<file path="config.mk">
export PLATFORM = sky130hd
export DESIGN_NAME = tftp_receive_sequencer_unit
export DESIGN_NICKNAME = d
export VERILOG_FILES = /design/src/hdl/trs_pkg.sv /design/src/hdl/tftp_receive_sequencer_unit.sv /design/src/hdl/trs_in_stage.sv /design/src/hdl/trs_engine.sv /design/src/hdl/trs_out_reg.sv
export SDC_FILE = /design/constraint.sdc
export NUM_CORES = 1
export LEC_CHECK = 0
export BUFFER_PORTS_ARGS = -buffer_cell sky130_fd_sc_hd__buf_4
export CAP_MARGIN = 20
export CORE_ASPECT_RATIO = 1.2
export CORE_MARGIN = 10
export CORE_UTILIZATION = 35
export DETAILED_ROUTE_END_ITERATION = 16
export GPL_ROUTABILITY_DRIVEN = 1
export GPL_TIMING_DRIVEN = 0
export SYNTH_ARGS = -nofsm -noshare
export SYNTH_HDL_FRONTEND = slang
export SYNTH_SLANG_ARGS = --single-unit
</file>
<file path="constraint.sdc">
create_clock -name clk -period 3.1 [get_ports clk]
set_input_delay 0.31 -clock clk [delete_from_list [all_inputs] [get_ports clk]]
set_output_delay 0.31 -clock clk [all_outputs]
set_load 0.03 [all_outputs]
</file>
<file path="src/hdl/trs_pkg.sv">
package trs_pkg;

  localparam int unsigned BLOCK_BYTES_DEF = 512;

  localparam int unsigned IN_DATA_W  = 32;
  localparam int unsigned IN_USER_W  = 3;
  localparam int unsigned OUT_DATA_W = 24;
  localparam int unsigned CFG_IDX_W  = 1;
  localparam int unsigned CFG_DATA_W = 8;

  localparam logic [7:0]  MAX_TRIES_RST = 8'd5;
  localparam logic [15:0] FIRST_BLOCK   = 16'd1;
  localparam logic [7:0]  RETRY_SAT     = 8'hFF;

  localparam logic [CFG_IDX_W-1:0] CFG_ACK_ZERO  = 1'b0;
  localparam logic [CFG_IDX_W-1:0] CFG_MAX_TRIES = 1'b1;

  typedef enum logic [2:0] {
    KIND_START      = 3'd0,
    KIND_DATA       = 3'd1,
    KIND_REMOTE_ERR = 3'd2,
    KIND_OTHER_OP   = 3'd3,
    KIND_BAD_DGRAM  = 3'd4,
    KIND_TIMEOUT    = 3'd5
  } kind_t;

  typedef enum logic [1:0] {
    PH_IDLE = 2'd0,
    PH_RUN  = 2'd1,
    PH_DONE = 2'd2,
    PH_FAIL = 2'd3
  } phase_t;

  typedef enum logic [2:0] {
    RSN_TRIES  = 3'd0,
    RSN_STORE  = 3'd1,
    RSN_BADBLK = 3'd2,
    RSN_NOTDAT = 3'd3,
    RSN_NOTMSG = 3'd4
  } reason_t;

  typedef struct packed {
    kind_t       kind;
    logic [15:0] block_number;
    logic [9:0]  block_length;
    logic        store_failed;
  } item_t;

  // Packed so that send_ack lands in bit 0 and status in the top bits.
  typedef struct packed {
    phase_t      status;
    logic        store_block;
    reason_t     error_reason;
    logic        send_error;
    logic [15:0] ack_number;
    logic        send_ack;
  } result_t;

  typedef struct packed {
    logic       ack_zero;
    logic [7:0] max_tries;
  } cfg_t;

  // Handshake between the input stage, the sequencer and the result register.
  typedef struct packed {
    logic space;  // result register can load this cycle
    logic fire;   // held item moves into the result register
  } stage_ctl_t;

endpackage

</file>
<file path="src/hdl/tftp_receive_sequencer_unit.sv">
// Channel   Direction  Transaction
// in_*      slave      one event: kind in tuser, block fields in tdata
// out_*     master     one result: ack, error, store and status flags
// cfg_*     write      one register write, no handshake
//
// One event per cycle sustained while out_tready stays high; each result passes
// through the input register, then the result register, before it shows on out_*.
// Both stages hold while the result register is full and out_tready is low;
// in_tready drops only then, so the input side never waits on an idle result side.
// rst_n is synchronous and active low: it empties both stages, sets the
// expected block to 1, clears the retry count and returns the phase to idle.
module tftp_receive_sequencer_unit #(
  parameter int unsigned BLOCK_BYTES = trs_pkg::BLOCK_BYTES_DEF
) (
  input  logic                             clk,
  input  logic                             rst_n,
  input  logic                             in_tvalid,
  output logic                             in_tready,
  // tdata: block_number[15:0], block_length[25:16], store_failed[26], zero pad
  input  logic [trs_pkg::IN_DATA_W-1:0]    in_tdata,
  // tuser: kind[2:0]
  input  logic [trs_pkg::IN_USER_W-1:0]    in_tuser,
  output logic                             out_tvalid,
  input  logic                             out_tready,
  // tdata: send_ack[0], ack_number[16:1], send_error[17], error_reason[20:18],
  //        store_block[21], status[23:22]
  output logic [trs_pkg::OUT_DATA_W-1:0]   out_tdata,
  input  logic                             cfg_we,
  input  logic [trs_pkg::CFG_IDX_W-1:0]    cfg_index,
  input  logic [trs_pkg::CFG_DATA_W-1:0]   cfg_wdata
);

  trs_pkg::cfg_t       cfg_r;
  trs_pkg::item_t      in_item;
  trs_pkg::item_t      item;
  trs_pkg::stage_ctl_t ctl;
  trs_pkg::result_t    res;
  trs_pkg::result_t    out_res;
  logic                space;

  // Unpack the incoming transaction; the pad bits above store_failed are dropped.
  assign in_item.kind         = trs_pkg::kind_t'(in_tuser);
  assign in_item.block_number = in_tdata[15:0];
  assign in_item.block_length = in_tdata[25:16];
  assign in_item.store_failed = in_tdata[26];

  assign out_tdata = out_res;

  // Configuration registers; the user must write them only while the block is idle.
  always_ff @(posedge clk) begin
    if (!rst_n) begin
      cfg_r.ack_zero  <= 1'b0;
      cfg_r.max_tries <= trs_pkg::MAX_TRIES_RST;
    end else if (cfg_we) begin
      unique case (cfg_index)
        trs_pkg::CFG_ACK_ZERO:  cfg_r.ack_zero  <= cfg_wdata[0];
        trs_pkg::CFG_MAX_TRIES: cfg_r.max_tries <= cfg_wdata;
        default: begin
        end
      endcase
    end
  end

  // Hold the accepted event until the result register has room.
  trs_in_stage u_in (
    .clk       (clk),
    .rst_n     (rst_n),
    .in_tvalid (in_tvalid),
    .in_tready (in_tready),
    .in_item   (in_item),
    .space     (space),
    .ctl       (ctl),
    .item      (item)
  );

  // Decide the result and advance the transfer state as the event moves on.
  trs_engine #(
    .BLOCK_BYTES (BLOCK_BYTES)
  ) u_engine (
    .clk   (clk),
    .rst_n (rst_n),
    .cfg   (cfg_r),
    .ctl   (ctl),
    .item  (item),
    .res   (res)
  );

  // Present the result until the downstream side takes it.
  trs_out_reg u_out (
    .clk        (clk),
    .rst_n      (rst_n),
    .ctl        (ctl),
    .res        (res),
    .space      (space),
    .out_tvalid (out_tvalid),
    .out_tready (out_tready),
    .out_res    (out_res)
  );

endmodule

</file>
<file path="src/hdl/trs_in_stage.sv">
module trs_in_stage (
  input  logic                clk,
  input  logic                rst_n,
  input  logic                in_tvalid,
  output logic                in_tready,
  input  trs_pkg::item_t      in_item,
  input  logic                space,
  output trs_pkg::stage_ctl_t ctl,
  output trs_pkg::item_t      item
);

  logic           valid_r;
  logic           valid_nxt;
  trs_pkg::item_t item_r;
  logic           take;

  assign ctl.space = space;
  assign ctl.fire  = valid_r && space;
  assign in_tready = !valid_r || space;
  assign take      = in_tvalid && in_tready;
  assign item      = item_r;

  always_comb begin
    priority if (take) begin
      valid_nxt = 1'b1;
    end else if (ctl.fire) begin
      valid_nxt = 1'b0;
    end else begin
      valid_nxt = valid_r;
    end
  end

  always_ff @(posedge clk) begin
    if (!rst_n) begin
      valid_r <= 1'b0;
    end else begin
      valid_r <= valid_nxt;
    end
  end

  always_ff @(posedge clk) begin
    if (take) begin
      item_r <= in_item;
    end
  end

endmodule

</file>
<file path="src/hdl/trs_engine.sv">
module trs_engine #(
  parameter int unsigned BLOCK_BYTES = trs_pkg::BLOCK_BYTES_DEF
) (
  input  logic                clk,
  input  logic                rst_n,
  input  trs_pkg::cfg_t       cfg,
  input  trs_pkg::stage_ctl_t ctl,
  input  trs_pkg::item_t      item,
  output trs_pkg::result_t    res
);

  localparam logic [16:0] BlockBytesW = 17'(BLOCK_BYTES);

  logic [15:0]       expected_r;
  logic [15:0]       expected_nxt;
  logic [7:0]        retry_r;
  logic [7:0]        retry_nxt;
  trs_pkg::phase_t   phase_r;
  trs_pkg::phase_t   phase_nxt;

  logic [15:0] diff;
  logic [7:0]  retry_inc;
  logic        tries_hit;
  logic        is_short;

  assign diff      = expected_r - item.block_number;
  assign retry_inc = (retry_r == trs_pkg::RETRY_SAT) ? retry_r : retry_r + 8'd1;
  assign tries_hit = retry_inc >= cfg.max_tries;
  assign is_short  = {7'd0, item.block_length} < BlockBytesW;

  always_comb begin
    res          = '0;
    expected_nxt = expected_r;
    retry_nxt    = retry_r;
    phase_nxt    = phase_r;
    priority if (item.kind == trs_pkg::KIND_START) begin
      expected_nxt = trs_pkg::FIRST_BLOCK;
      retry_nxt    = '0;
      phase_nxt    = trs_pkg::PH_RUN;
      res.send_ack = cfg.ack_zero;
    end else if (phase_r == trs_pkg::PH_RUN) begin
      unique case (item.kind)
        trs_pkg::KIND_DATA: begin
          priority if (diff == 16'd0) begin
            if (item.store_failed) begin
              res.send_error   = 1'b1;
              res.error_reason = trs_pkg::RSN_STORE;
              phase_nxt        = trs_pkg::PH_FAIL;
            end else begin
              res.store_block = 1'b1;
              res.send_ack    = 1'b1;
              res.ack_number  = expected_r;
              if (is_short) begin
                phase_nxt = trs_pkg::PH_DONE;
              end else begin
                retry_nxt    = '0;
                expected_nxt = expected_r + 16'd1;
              end
            end
          end else if (diff == 16'd1) begin
            // Repeat of the previous block: ack it again, count a retry.
            res.send_ack   = 1'b1;
            res.ack_number = expected_r - 16'd1;
            retry_nxt      = retry_inc;
            if (tries_hit) begin
              res.send_error   = 1'b1;
              res.error_reason = trs_pkg::RSN_TRIES;
              phase_nxt        = trs_pkg::PH_FAIL;
            end
          end else begin
            res.send_error   = 1'b1;
            res.error_reason = trs_pkg::RSN_BADBLK;
            phase_nxt        = trs_pkg::PH_FAIL;
          end
        end
        trs_pkg::KIND_REMOTE_ERR: begin
          phase_nxt = trs_pkg::PH_FAIL;
        end
        trs_pkg::KIND_OTHER_OP: begin
          res.send_error   = 1'b1;
          res.error_reason = trs_pkg::RSN_NOTDAT;
          phase_nxt        = trs_pkg::PH_FAIL;
        end
        trs_pkg::KIND_BAD_DGRAM: begin
          res.send_error   = 1'b1;
          res.error_reason = trs_pkg::RSN_NOTMSG;
          phase_nxt        = trs_pkg::PH_FAIL;
        end
        trs_pkg::KIND_TIMEOUT: begin
          retry_nxt = retry_inc;
          if (tries_hit) begin
            res.send_error   = 1'b1;
            res.error_reason = trs_pkg::RSN_TRIES;
            phase_nxt        = trs_pkg::PH_FAIL;
          end
        end
        default: begin
        end
      endcase
    end else begin
      // Not running and not a start: drop the event, hold the state.
    end
    res.status = phase_nxt;
  end

  always_ff @(posedge clk) begin
    if (!rst_n) begin
      expected_r <= trs_pkg::FIRST_BLOCK;
      retry_r    <= '0;
      phase_r    <= trs_pkg::PH_IDLE;
    end else if (ctl.fire) begin
      expected_r <= expected_nxt;
      retry_r    <= retry_nxt;
      phase_r    <= phase_nxt;
    end
  end

endmodule

</file>
<file path="src/hdl/trs_out_reg.sv">
module trs_out_reg (
  input  logic                clk,
  input  logic                rst_n,
  input  trs_pkg::stage_ctl_t ctl,
  input  trs_pkg::result_t    res,
  output logic                space,
  output logic                out_tvalid,
  input  logic                out_tready,
  output trs_pkg::result_t    out_res
);

  logic             valid_r;
  logic             valid_nxt;
  trs_pkg::result_t res_r;

  assign space      = !valid_r || out_tready;
  assign out_tvalid = valid_r;
  assign out_res    = res_r;

  always_comb begin
    priority if (ctl.fire) begin
      valid_nxt = 1'b1;
    end else if (out_tready) begin
      valid_nxt = 1'b0;
    end else begin
      valid_nxt = valid_r;
    end
  end

  always_ff @(posedge clk) begin
    if (!rst_n) begin
      valid_r <= 1'b0;
    end else begin
      valid_r <= valid_nxt;
    end
  end

  always_ff @(posedge clk) begin
    if (ctl.fire) begin
      res_r <= res;
    end
  end

endmodule

</file>
After elaboration in Yosys (flattened, before gate mapping)

Cells that the tools add are included.

Flip-flop bits (word level): 91
Input port bits: 49

$add $sub $neg: 4
$lt $le $gt $ge: 2
Eq/ne operators: 13
Multiplexer cells: 37
Bitwise operators: 4
Reductions and logical operators: 22

Operators by type and width:

| cell                                                                    | number |
|---|---|
| 16-bit 2-to-1 mux                                                       | 6 |
| 8-bit 2-to-1 mux                                                        | 7 |
| 17-bit 2-to-1 mux                                                       | 2 |
| 20-bit 2-to-1 mux                                                       | 1 |
| 16-bit by 1-bit adder with 16-bit output, second input constant         | 1 |
| 16-bit by 1-bit == test with 1-bit output, second input constant        | 1 |
| 16-bit logical NOT                                                      | 1 |
| 2-bit 2-to-1 mux                                                        | 8 |
| 4-bit case mux with 4 select lines                                      | 1 |
| 8-bit case mux with 2 select lines                                      | 1 |
| 16-bit by 1-bit subtractor with 16-bit output, second input constant    | 1 |
| 16-bit subtractor                                                       | 1 |
| 6-bit AND reduction                                                     | 2 |
| 10-bit < comparator, second input constant                              | 1 |
| 2-bit nonzero test                                                      | 5 |
| 1-bit 2-to-1 mux                                                        | 9 |
| 8-bit by 1-bit adder with 8-bit output, second input constant           | 1 |
| 8-bit == test, second input constant                                    | 1 |
| 8-bit greater-or-equal comparator                                       | 1 |
| 3-bit by 2-bit == test with 1-bit output, second input constant         | 2 |
| 3-bit == test, second input constant                                    | 2 |
| 2-bit case mux with 3 select lines                                      | 1 |
| 3-bit OR reduction                                                      | 2 |
| 4-bit by 1-bit inequality test with 1-bit output, second input constant | 1 |
| other kinds (16)                                                        | 23 |

Depth between registers and ports, before layout

Gate-level depths: netlist of the first run.

Depth after elaboration: 9
Mapped depth: 15
Mapped depth without buffers: 15

By module

A second synthesis of the first run with hierarchy kept.

Cell total of the unflattened synthesis: 592
Area total of the unflattened synthesis: 5397.7 um^2

By module, submodules not included:

| module                      | times used | cells each | area each (um^2) |
|---|---|---|---|
| trs_engine                  | 1          | 484        | 3240.6 |
| trs_in_stage                | 1          | 37         | 973.4 |
| trs_out_reg                 | 1          | 28         | 769.5 |
| tftp_receive_sequencer_unit | 1          | 43         | 414.1 |

Worst setup path before layout of the first run

Ideal clock, no wire load.

Path type: flip-flop to flip-flop
Start: register u_engine.expected_r[0]
End: register u_engine.retry_r[3]
Setup time: 0.115 ns
Data arrival time: 3.325 ns
Required time: 2.985 ns
Setup slack: -0.341 ns
Stages on the path, launching flop included: 13
Path through: dfxtp_1 > inv_1 > ha_1 > fa_1 > nor2b_4 > o31ai_4 > a211oi_4 > a221o_1 > o2111ai_1 > or3b_1 > o41ai_1 > a31oi_1 > a21bo_2

Longest elaborated chain between the ends: 6
Elaborated cells between the ends (all ways): 11
Classes of those cells: add/sub (1); eq/ne (4); mux (4); reduce/logical (2)

RTL lines:

| what                               | line              | RTL |
|---|---|---|
| from (decl)                        | trs_engine.sv:14  | `logic [15:0] expected_r;` |
| from (signal assigned)             | trs_engine.sv:108 | `expected_r <= trs_pkg::FIRST_BLOCK;` |
| from (signal assigned)             | trs_engine.sv:112 | `expected_r <= expected_nxt;` |
| 16-bit subtractor (*)              | trs_engine.sv:26  | `assign diff = expected_r - item.block_number;` |
| 16-bit logical NOT                 | trs_engine.sv:44  | `priority if (diff == 16'd0) begin` |
| 8-bit 2-to-1 mux                   | trs_engine.sv:44  |  |
| 8-bit case mux with 2 select lines | trs_engine.sv:42  | `unique case (item.kind)` |
| 8-bit 2-to-1 mux                   | trs_engine.sv:41  | `end else if (phase_r == trs_pkg::PH_RUN) begin` |
| 8-bit 2-to-1 mux                   | trs_engine.sv:36  | `priority if (item.kind == trs_pkg::KIND_START) begin` |
| to (signal assigned)               | trs_engine.sv:113 | `retry_r <= retry_nxt;` |
| to (decl)                          | trs_engine.sv:16  | `logic [7:0] retry_r;` |

Mark *: on every way between the ends. The rest lies on a longest branch, timed or not. The select of a mux whose other input is x is not followed.
A chain may end at the register's enable or synchronous reset.

Worst setup path after layout of the first run

Start: register u_in.item_r, in the netlist u_in.item[11]
End: register u_engine.expected_r[6]

Longest elaborated chain between the ends: 4

RTL lines:

| what                                 | line               | RTL |
|---|---|---|
| from (decl)                          | trs_in_stage.sv:14 | `trs_pkg::item_t item_r;` |
| from (signal assigned)               | trs_in_stage.sv:43 | `item_r <= in_item;` |
| 16-bit subtractor                    | trs_engine.sv:26   |  |
| 16-bit logical NOT                   | trs_engine.sv:44   |  |
| 2-bit nonzero test (no source line)  | n/a                |  |
| 6-bit AND reduction (no source line) | n/a                |  |

No other way between the ends.

==> results of run 1 <==
[logic make-up (layout without fill, tap and decap cells)]
logic type / Yosys count / in the layout / share of synthesized area (%)
simple gates: 235 / 235 / 24.2
compound gates: 135 / 135 / 19.3
flops: 82 / 82 / 41.0
buf+inv: 61 / 167 / 4.98
fa+ha+maj: 27 / 27 / 6.76
xor+xnor: 10 / 10 / 1.72
mux: 9 / 9 / 2.11
[how the worst max path moves through the flow]
stage	from	endpoint	slack (ns)	cells after the start
after global routing	u_in.item[11]$_DFFE_PP_	u_engine.expected_r[0]$_SDFFE_PN1P_	-0.34	14
after CTS	u_in.item[11]$_DFFE_PP_	u_engine.expected_r[6]$_SDFFE_PN0P_	-0.28	13
after detailed placement	u_engine.expected_r[1]$_SDFFE_PN0P_	u_out.out_res[4]$_SDFFCE_PP0P_	-0.61	12
after global placement	u_engine.expected_r[1]$_SDFFE_PN0P_	u_out.out_res[1]$_SDFFCE_PP0P_	-0.57	11
final	u_in.item[11]$_DFFE_PP_	u_engine.expected_r[6]$_SDFFE_PN0P_	-0.23	14
after floorplan	u_engine.expected_r[0]$_SDFFE_PN1P_	u_engine.expected_r[6]$_SDFFE_PN0P_	-0.06	13
[state kept, by name (all words and copies together), names as in the netlist]
name / cells
u_in.item: 21
u_in.valid_r: 1
u_engine.retry_r: 8
u_engine.expected_r: 16
cfg_r: 9
u_out.out_res: 24
u_out.out_tvalid: 1
u_engine.phase_r: 2
[per-layer routing]
layer / wire length [um] / up-vias / GRT usage (%)
li1: - / 2280 / -
met1: 5660 / 2200 / 15.4
met2: 7400 / 129 / 24.5
met3: 667 / 29 / 3.79
met4: 396 / 0 / 5.53
met5: 0 / - / 0
[layout make-up]
class	instances	area (sq um)
fillers	1297	7500
multi-input cells	416	3190
flip-flops and latches	82	2110
repair buffers	91	774
clock buffers	10	229
well taps	175	219
plain buffers	26	166
inverters	34	130
clock inverters	6	41.3
[layout by cell type (no fill, tap or decap), drive strengths merged, types with 3 or more instances in the layout]
master and instances:
buf 104, nand2 66, nor2 46, edfxtp 45, dfxtp 37, inv 35
a21oi 33, ha 26, nor3 23, clkbuf 23, o21ai 21, or3 20
nand3 13, nand2b 12, a221o 12, nor2b 8, nand4 8, o21a 7
a32o 7, and2 7, or4 7, a211oi 7, or2 6, and3 6
o211ai 6, o31ai 6, xor2 5, a21o 5, a31oi 5, xnor2 5
nor4 5, mux2i 4, mux2 4, o2111ai 4, a22o 3, clkinvlp 3
o41ai 3, nor4b 3
[power by group]
| part | internal (mW) | leakage [nW] | switching (mW) | total (mW) |
|---|---|---|---|---|
| Combinational | 0.136 | 1.83 | 0.166 | 0.302 |
| Sequential | 1.18 | 0.745 | 0.0226 | 1.21 |
| Clock | 0.543 | 0.125 | 0.454 | 0.996 |
[critical path, stage by stage (launching register included)]
cell and delay, ns:
edfxtp_1 0.43, ha_4 0.20, fa_2 0.36, nor2b_4 0.16, o31ai_4 0.08, a211oi_4 0.29, buf_4 0.18, o41ai_4 0.09
xnor2_2 0.19, nor4b_4 0.28, buf_6 0.17, a21oi_4 0.08, buf_6 0.14, or4_4 0.47, a21oi_2 0.13
[repair_timing]
| action | CTS | global route |
|---|---|---|
| resized for setup | 47 | 64 |
| pin swaps | 27 | 28 |
| endpoints found under the setup margin | 49 | 49 |
| gates cloned | 3 | 2 |
| hold buffers | 0 | 0 |
| setup buffers | 18 | 6 |
==> impl_metrics.tcl, run 1 <==
set metrics [dict create \
    fin_cells 840 \
    wire_per_inst_um 16.8 \
    cts_tree "yes" \
    startpoint_type "flop" \
    clockBufferDepth 2 \
    ys_seq_area_share_pct 41.0 \
    min_from "in_tdata[11]" \
    globalplace.congestion 0.862 \
    whs_path_depth 1 \
    io_pins 75 \
    finalHoldViolCount 0 \
    track_usage_pct 13.9 \
    min_period_ns 3.33 \
    finalCritPeriodShare_pct 107 \
    powerDensity_nw_per_um2 365 \
    hold_class "input port to flop" \
    dp.cells 795 \
    htreeDepth 3 \
    end_kind "flop" \
    grt_max_degree 29 \
    synth_area_leader_cell "edfxtp_1" \
    nets 736 \
    synth.ff_latch_count 82 \
    grt_pass1_vias 4596 \
    via_per_inst 5.52 \
    grt_pass1_wl_mm 22.4 \
    r2r_end "u_engine.expected_r[6]$_SDFFE_PN0P_" \
    hold_ws_ns 0.136 \
    leakagePower_nw 2.69 \
    synth_common_cells "nand2_1 (66), edfxtp_1 (45), nor2_1 (43)" \
    stdcell_area_sq_um 6860 \
    place.detailed.hpwl_mm 10.2 \
    synth_ff_type "edfxtp_1" \
    cp.arrival_ns 3.61 \
    grt_overflow 0 \
    port_buffers 60 \
    syn_avg_cell_area_sq_um 9.13 \
    area_delta_synth_final_pct 34.3 \
    rsz0062_at_grt "true" \
    yosys-top-cells-area "edfxtp_1 (26%), dfxtp_1 (15%), ha_1 (6.4%)" \
    yosysMostFrequentCell "nand2_1" \
    synth_edf_count 45 \
    vias 4638 \
    crit_required_ns 3.38 \
    initialDrtViolationCount 257 \
    slew_headroom_pct 50.1 \
    peakVddDrop_v 0.000286 \
    layout-drive-gt1-share_pct 31.9 \
    slew_viol_final 0 \
    fin_util_pct 47.8 \
    antenna_left 0 \
    antenna_found_initial 0 \
    rrSetupSlack_ns -0.23 \
    start_util_pct 35.6 \
    status "finished with violations" \
    antenna_cells 0 \
    routed_wl_mm 14.1 \
    fmax_mhz 300 \
    die_h_um 152 \
    yosys_warnings 0 \
    synth_top_area_share_pct 26.5 \
    finalSetupViolCount 49 \
    violations "setup timing" \
    clk_pin_slew_worst_paths_ns 0.06 \
    clock_sinks 82 \
    reg2reg_depth 14 \
    insertion_delay_ns 0.35 \
    core_area_sq_um 14400 \
    finalPower_mw 2.50 \
    yosysUniqueCellTypes 69 \
    critical_path_class "flop to flop" \
    maxCapViolCount 0 \
    syn-num-nets 635 \
    placed_area_sq_um 5900 \
    skew_ns 0.00876 \
    cts_root_buf "clkbuf_16" \
    cts_buffers 9 \
    tns_ns -6.80 \
    die_x_um 130 \
    dp_slack_ns -0.611 \
    worst_pin_slew_ns 0.749 \
    cp_max_fo 5 \
    syn_area_sq_um 5100 \
    min_to "u_in.item[22]$_DFFE_PP_" \
    fin_ws_ns -0.229 \
    dieArea_sq_um 19800 \
    synth_cells 559 \
    ys_async_sr_fraction_pct 0 \
    drc 0 \
    drtPass1Iterations 5 \
    r2r-start "u_in.item[11]$_DFFE_PP_" \
    rows 48 \
]
Note: power is estimated with default switching activity, not from simulation.
==> inputs of run 2 (changes only) <==
--- a/config.mk
+++ b/config.mk
@@ -5,6 +5,7 @@
 export SDC_FILE = /design/constraint.sdc
 export NUM_CORES = 1
 export LEC_CHECK = 0
+export ABC_AREA = 1
 export BUFFER_PORTS_ARGS = -buffer_cell sky130_fd_sc_hd__buf_4
 export CAP_MARGIN = 20
 export CORE_ASPECT_RATIO = 1.2
==> constraint.sdc (replaced) <==
create_clock -name clk -period 3.6 [get_ports clk]
set_input_delay 0.36 -clock clk [delete_from_list [all_inputs] [get_ports clk]]
set_output_delay 0.36 -clock clk [all_outputs]
set_load 0.03 [all_outputs]
==> impl_metrics.tcl, run 2 <==
set metrics [dict create \
    yosysMostFrequentCell "nand2_1" \
    fin_util_pct 42.6 \
    min_from "in_tdata[2]" \
    insertion_delay_ns 0.35 \
    synth_top_area_share_pct 25.2 \
    place.detailed.hpwl_mm 10.4 \
    port_buffers 60 \
    grt_pass1_vias 4579 \
    synth_common_cells "nand2_1 (183), inv_1 (124), nor2_1 (68)" \
    placed_area_sq_um 6070 \
    stdcell_area_sq_um 6400 \
    finalHoldViolCount 0 \
    grt_pass1_wl_mm 21.7 \
    crit_start "u_engine.retry_r[0]$_SDFFE_PN0P_" \
    syn-num-nets 808 \
    ys_seq_area_share_pct 39.0 \
    yosys-top-cells-area "edfxtp_1 (25%), dfxtp_1 (14%), nand2_1 (13%)" \
    rsz0062_at_grt "false" \
    routed_wl_mm 13.2 \
    rows 49 \
    synth_area_leader_cell "edfxtp_1" \
    nets 880 \
    clk_pin_slew_worst_paths_ns 0.06 \
    dp_slack_ns 0.286 \
    peakVddDrop_v 0.000230 \
    globalplace.congestion 0.882 \
    grt_overflow 0 \
    end_kind "flop" \
    fmax_mhz 317 \
    status "finished, final reports clean" \
    reg2reg_depth 22 \
    cts_tree "yes" \
    cts_root_buf "clkbuf_16" \
    cts_resized 0 \
    slew_viol_final 0 \
    vias 4657 \
    multi_input_area_sq_um 2700 \
    synth.ff_latch_count 82 \
    worst_pin_slew_ns 0.862 \
    crit_end "u_out.out_res[23]$_DFFE_PP_" \
    fin_ws_ns 0.447 \
    drtPass1Iterations 4 \
    wire_per_inst_um 13.0 \
    core_area_sq_um 15000 \
    yosysUniqueCellTypes 36 \
    die_h_um 156 \
    syn_avg_cell_area_sq_um 7.33 \
    dieArea_sq_um 20700 \
    fillers 1586 \
    synth_ff_type "edfxtp_1" \
    skew_ns 0.00597 \
    ys_async_sr_fraction_pct 0 \
    clock_sinks 82 \
    via_per_inst 4.60 \
    postCtsHoldBufs 0 \
    min_period_ns 3.15 \
    startpoint_type "flop" \
    critical_path_class "flop to flop" \
    finalSetupViolCount 0 \
    layout_commonest_cell "nand2_1" \
    area_delta_synth_final_pct 19.3 \
    ff_latch_area_sq_um 2090 \
    clockBufferDepth 2 \
    maxCapViolCount 0 \
    synth_edf_count 45 \
    antenna_found_initial 0 \
    crit_required_ns 3.71 \
    antenna_cells 0 \
    start_util_pct 35.7 \
    powerDensity_nw_per_um2 344 \
    layout-drive-gt1-share_pct 14.6 \
    cp_max_fo 4 \
    r2r-start "u_engine.retry_r[0]$_SDFFE_PN0P_" \
    cts_buffers 9 \
    grt_max_degree 28 \
    yosys_warnings 0 \
    rrSetupSlack_ns 0.45 \
    hold_ws_ns 0.181 \
    slew_headroom_pct 42.4 \
    tns_ns 0 \
    leakagePower_nw 2.87 \
    largest_register_ffs 24 \
    initialDrtViolationCount 256 \
    io_pins 75 \
    finalCritPeriodShare_pct 87.6 \
    hold_class "input port to flop" \
    syn_area_sq_um 5360 \
    htreeDepth 3 \
    antenna_left 0 \
    cp.arrival_ns 3.26 \
    layout_common_cells "nand2_1 (182), inv_1 (124), nor2_1 (68), buf_4 (60), edfxtp_1 (45)" \
    drc 0 \
    synth_cells 732 \
    track_usage_pct 13.0 \
    die_x_um 133 \
    postCtsSetupBuffers 0 \
    r2r_end "u_out.out_res[23]$_DFFE_PP_" \
]
-- run 2: through the flow --
step           std cells  power, mW
2_1_floorplan        732       1.21
3_3_place_gp         996       1.30
3_5_place_dp         996       1.30
4_1_cts             1012       2.23
5_1_grt             1013       2.30
6_report            1013       2.20
-- run 2: where the power goes --
part / internal [mW] / switching, mW / total [mW]
Clock: 0.553 / 0.367 / 0.920
Combinational: 0.0902 / 0.152 / 0.242
Sequential: 1.03 / 0.0153 / 1.04
-- run 2: critical path, stage by stage (launching register included) --
cell      delay, ns
dfxtp_1        0.37
ha_1           0.18
nand2_1        0.05
inv_1          0.12
nand3_1        0.11
nor2_1         0.10
inv_1          0.06
nor2_1         0.19
nor2_1         0.10
nand2_1        0.08
xor2_1         0.25
ha_1           0.30
nand2_1        0.08
nor2_1         0.05
nand4_1        0.07
o2111a_1       0.26
o21ai_0        0.12
a21oi_1        0.12
nand2_1        0.06
nand2_1        0.05
nand2_1        0.05
nand2_1        0.07
inv_1          0.05
-- run 2: worst min-delay path by stage --
stage,cells past startpoint,slack (ns),to
floorplan,2,0.44,cfg_r[1]$_SDFFE_PN0P_
global placement,2,0.45,cfg_r[5]$_SDFFE_PN0P_
detailed placement,2,0.45,cfg_r[5]$_SDFFE_PN0P_
CTS,1,0.17,u_in.item[11]$_DFFE_PP_
global route,1,0.17,u_in.item[18]$_DFFE_PP_
finish,1,0.18,u_in.item[13]$_DFFE_PP_
-- run 2: cell type report --
| class | count | share of cell area [%] |
|---|---|---|
| plain buffers | 18 | 1.39 |
| clock buffers | 13 | 3.91 |
| clock inverters | 3 | 0.606 |
| inverters | 132 | 7.78 |
| multi-input cells | 500 | 42.2 |
| flip-flops and latches | 82 | 32.7 |
| well taps | 204 | 3.99 |
| repair buffers | 61 | 7.47 |
-- run 2: kinds of logic after synthesis --
family,synth area share [%]
flops,39.0
buf+inv,10.9
simple gates,28.6
fa+ha+maj,6.44
xor+xnor,5.23
compound gates,9.80
-- run 2: routing by layer --
| layer | track usage [%] | up-vias | wire (um) |
|---|---|---|---|
| li1 | - | 2491 | - |
| met2 | 22.9 | 88 | 6410 |
| met4 | 6.51 | 0 | 385 |
| met5 | 0 | - | 0 |
| met3 | 2.19 | 22 | 444 |
| met1 | 14.9 | 2056 | 5920 |
==> inputs of run 3 (changes only) <==
--- a/config.mk
+++ b/config.mk
@@ -8,7 +8,6 @@
 export ABC_AREA = 1
 export BUFFER_PORTS_ARGS = -buffer_cell sky130_fd_sc_hd__buf_4
 export CAP_MARGIN = 20
-export CORE_ASPECT_RATIO = 1.2
 export CORE_MARGIN = 10
 export CORE_UTILIZATION = 35
 export DETAILED_ROUTE_END_ITERATION = 16
==> impl_metrics.tcl, run 3 (synthesized netlist as in run 2, its figures left out) <==
set metrics [dict create \
    grt_max_degree 28 \
    wire_per_inst_um 13.3 \
    ff_latch_area_sq_um 2090 \
    worst_path_most_repeated_cell "nand2_1" \
    finalCritPeriodShare_pct 90.0 \
    largest_register_ffs 24 \
    globalplace.congestion 0.868 \
    die_x_um 144 \
    status "finished, final reports clean" \
    fin_cells 997 \
    critPathSlowestCell "fa_1" \
    peakVddDrop_v 0.000242 \
    port_buffers 60 \
    reg2reg_depth 19 \
    htreeDepth 3 \
    clockBufferDepth 2 \
    via_per_inst 4.73 \
    multi_input_area_sq_um 2690 \
    hold_ws_ns 0.185 \
    grt_pass1_wl_mm 21.9 \
    fin_ws_ns 0.359 \
    crit_chain "inv_1 > ha_1 > fa_1 > inv_1 > nand3_1 > nand3_1 > nand2_1 > nand2_1 > nand2_1 > nand2_1 > nand2_1 > nor2_1 > nand2_1 > nor2_4 > nand3_1 > nor2_1 > nand2_2 > buf_2 > o22ai_1" \
    slew_headroom_pct 42.9 \
    startpoint_type "flop" \
    min_period_ns 3.24 \
    stdcell_area_sq_um 6370 \
    fillers 1585 \
    place.detailed.hpwl_mm 10.4 \
    r2r-start "u_engine.expected_r[0]$_SDFFE_PN1P_" \
    skew_ns 0.0105 \
    fmax_mhz 309 \
    path_buf_inv 3 \
    core_area_sq_um 15100 \
    leakagePower_nw 2.86 \
    critical_path_class "flop to flop" \
    finalHoldViolCount 0 \
    antenna_cells 0 \
    dp.cells 980 \
    clk_pin_slew_worst_paths_ns 0.07 \
    cts_tree "yes" \
    placed_area_sq_um 6050 \
    p_sw_share_pct 24.8 \
    antenna_left 0 \
    p_clk_share_pct 41.6 \
    clock_sinks 82 \
    cp.arrival_ns 3.42 \
    power.switching_uw 544 \
    routed_wl_mm 13.3 \
    track_usage_pct 13.2 \
    dp_slack_ns 0.258 \
    finalSetupViolCount 0 \
    grt_overflow 0 \
    drtPass1Iterations 5 \
    min_to "u_in.item[28]$_DFFE_PP_" \
    rows 45 \
    combPwrFrac_pct 11.0 \
    grt_pass1_vias 4488 \
    dieArea_sq_um 20700 \
    layout-drive-gt1-share_pct 14.7 \
    postCtsSetupBuffers 0 \
    crit_required_ns 3.78 \
    tns_ns 0 \
    cts_resized 0 \
    io_pins 75 \
    antenna_found_initial 0 \
    worst_pin_slew_ns 0.856 \
    insertion_delay_ns 0.35 \
    end_kind "flop" \
    cts_root_buf "clkbuf_16" \
    cp_max_fo 10 \
    finalPower_mw 2.20 \
    drc 0 \
    powerDensity_nw_per_um2 345 \
    postCtsHoldBufs 0 \
    cts_buffers 9 \
    seq_power_share_pct 47.4 \
    maxCapViolCount 0 \
    hold_class "input port to flop" \
    start_util_pct 35.5 \
    nets 880 \
    initialDrtViolationCount 278 \
    internal_power_mw 1.65 \
    die_h_um 144 \
    whs_path_depth 1 \
    min_from "in_tuser[1]" \
    r2r_end "u_out.out_res[8]$_SDFFCE_PP0P_" \
    fin_util_pct 42.2 \
    layout_common_cells "nand2_1 (182), inv_1 (124), nor2_1 (67), buf_4 (60), edfxtp_1 (45)" \
    rrSetupSlack_ns 0.36 \
    critPathTopFamily "simple AND/OR/NAND/NOR gates" \
    rsz0062_at_grt "false" \
    slowest_delay_ns 0.42 \
    slew_viol_final 0 \
    layout_commonest_cell "nand2_1" \
    vias 4715 \
    area_delta_synth_final_pct 18.8 \
]
-- run 3: cell count changes in the layout (fill, tap and decap cells not counted), sizes merged --
cell    before  now
clkinv       2    4
clkbuf      27   25
-- run 3: worst register-to-register path, delay by kind of cell, from the launching register on --
family                     cells  cell delay (ns)
buffers and inverters          3             0.46
adders and majority gates      2             0.66
and+or+nand+nor               13             1.45
DFF                            1             0.36
AOI/OAI and AO/OA              1             0.17
-- run 3: layout make-up --
type | instances | area share [%]
inverters | 132 | 7.82
well taps | 188 | 3.69
repair buffers | 61 | 7.50
flip-flops and latches | 82 | 32.8
clock inverters | 5 | 0.884
multi-input cells | 500 | 42.2
clock buffers | 11 | 3.65
plain buffers | 18 | 1.39
-- run 3: worst max-delay path by stage --
stage,slack [ns],from,endpoint,cells after the start
3_3_place_gp,0.27,u_engine.expected_r[0]$_SDFFE_PN1P_,u_out.out_res[9]$_SDFFCE_PP0P_,19
2_1_floorplan,0.91,u_engine.retry_r[0]$_SDFFE_PN0P_,u_out.out_res[23]$_DFFE_PP_,23
6_report,0.36,u_engine.expected_r[0]$_SDFFE_PN1P_,u_out.out_res[8]$_SDFFCE_PP0P_,19
4_1_cts,0.25,u_engine.expected_r[0]$_SDFFE_PN1P_,u_out.out_res[9]$_SDFFCE_PP0P_,19
5_1_grt,0.03,u_engine.expected_r[0]$_SDFFE_PN1P_,u_out.out_res[7]$_SDFFCE_PP0P_,19
3_5_place_dp,0.26,u_engine.expected_r[0]$_SDFFE_PN1P_,u_out.out_res[7]$_SDFFCE_PP0P_,19
-- run 3: power groups by stage --
stage	combinational, mW	clock [mW]	sequential (mW)
6_report	0.242	0.913	1.04
5_1_grt	0.272	0.974	1.05
4_1_cts	0.241	0.933	1.04
3_5_place_dp	0.240	0	1.06
3_3_place_gp	0.238	0	1.06
2_1_floorplan	0.129	0	1.08
-- run 3: metal layers --
metal  wire [um]  GRT usage (%)  vias up
met2        6070           21.4       91
met1        6480           17.3     2122
met4         153           4.14        0
met5           0              0        -
met3         546           2.64       12
li1            -              -     2490
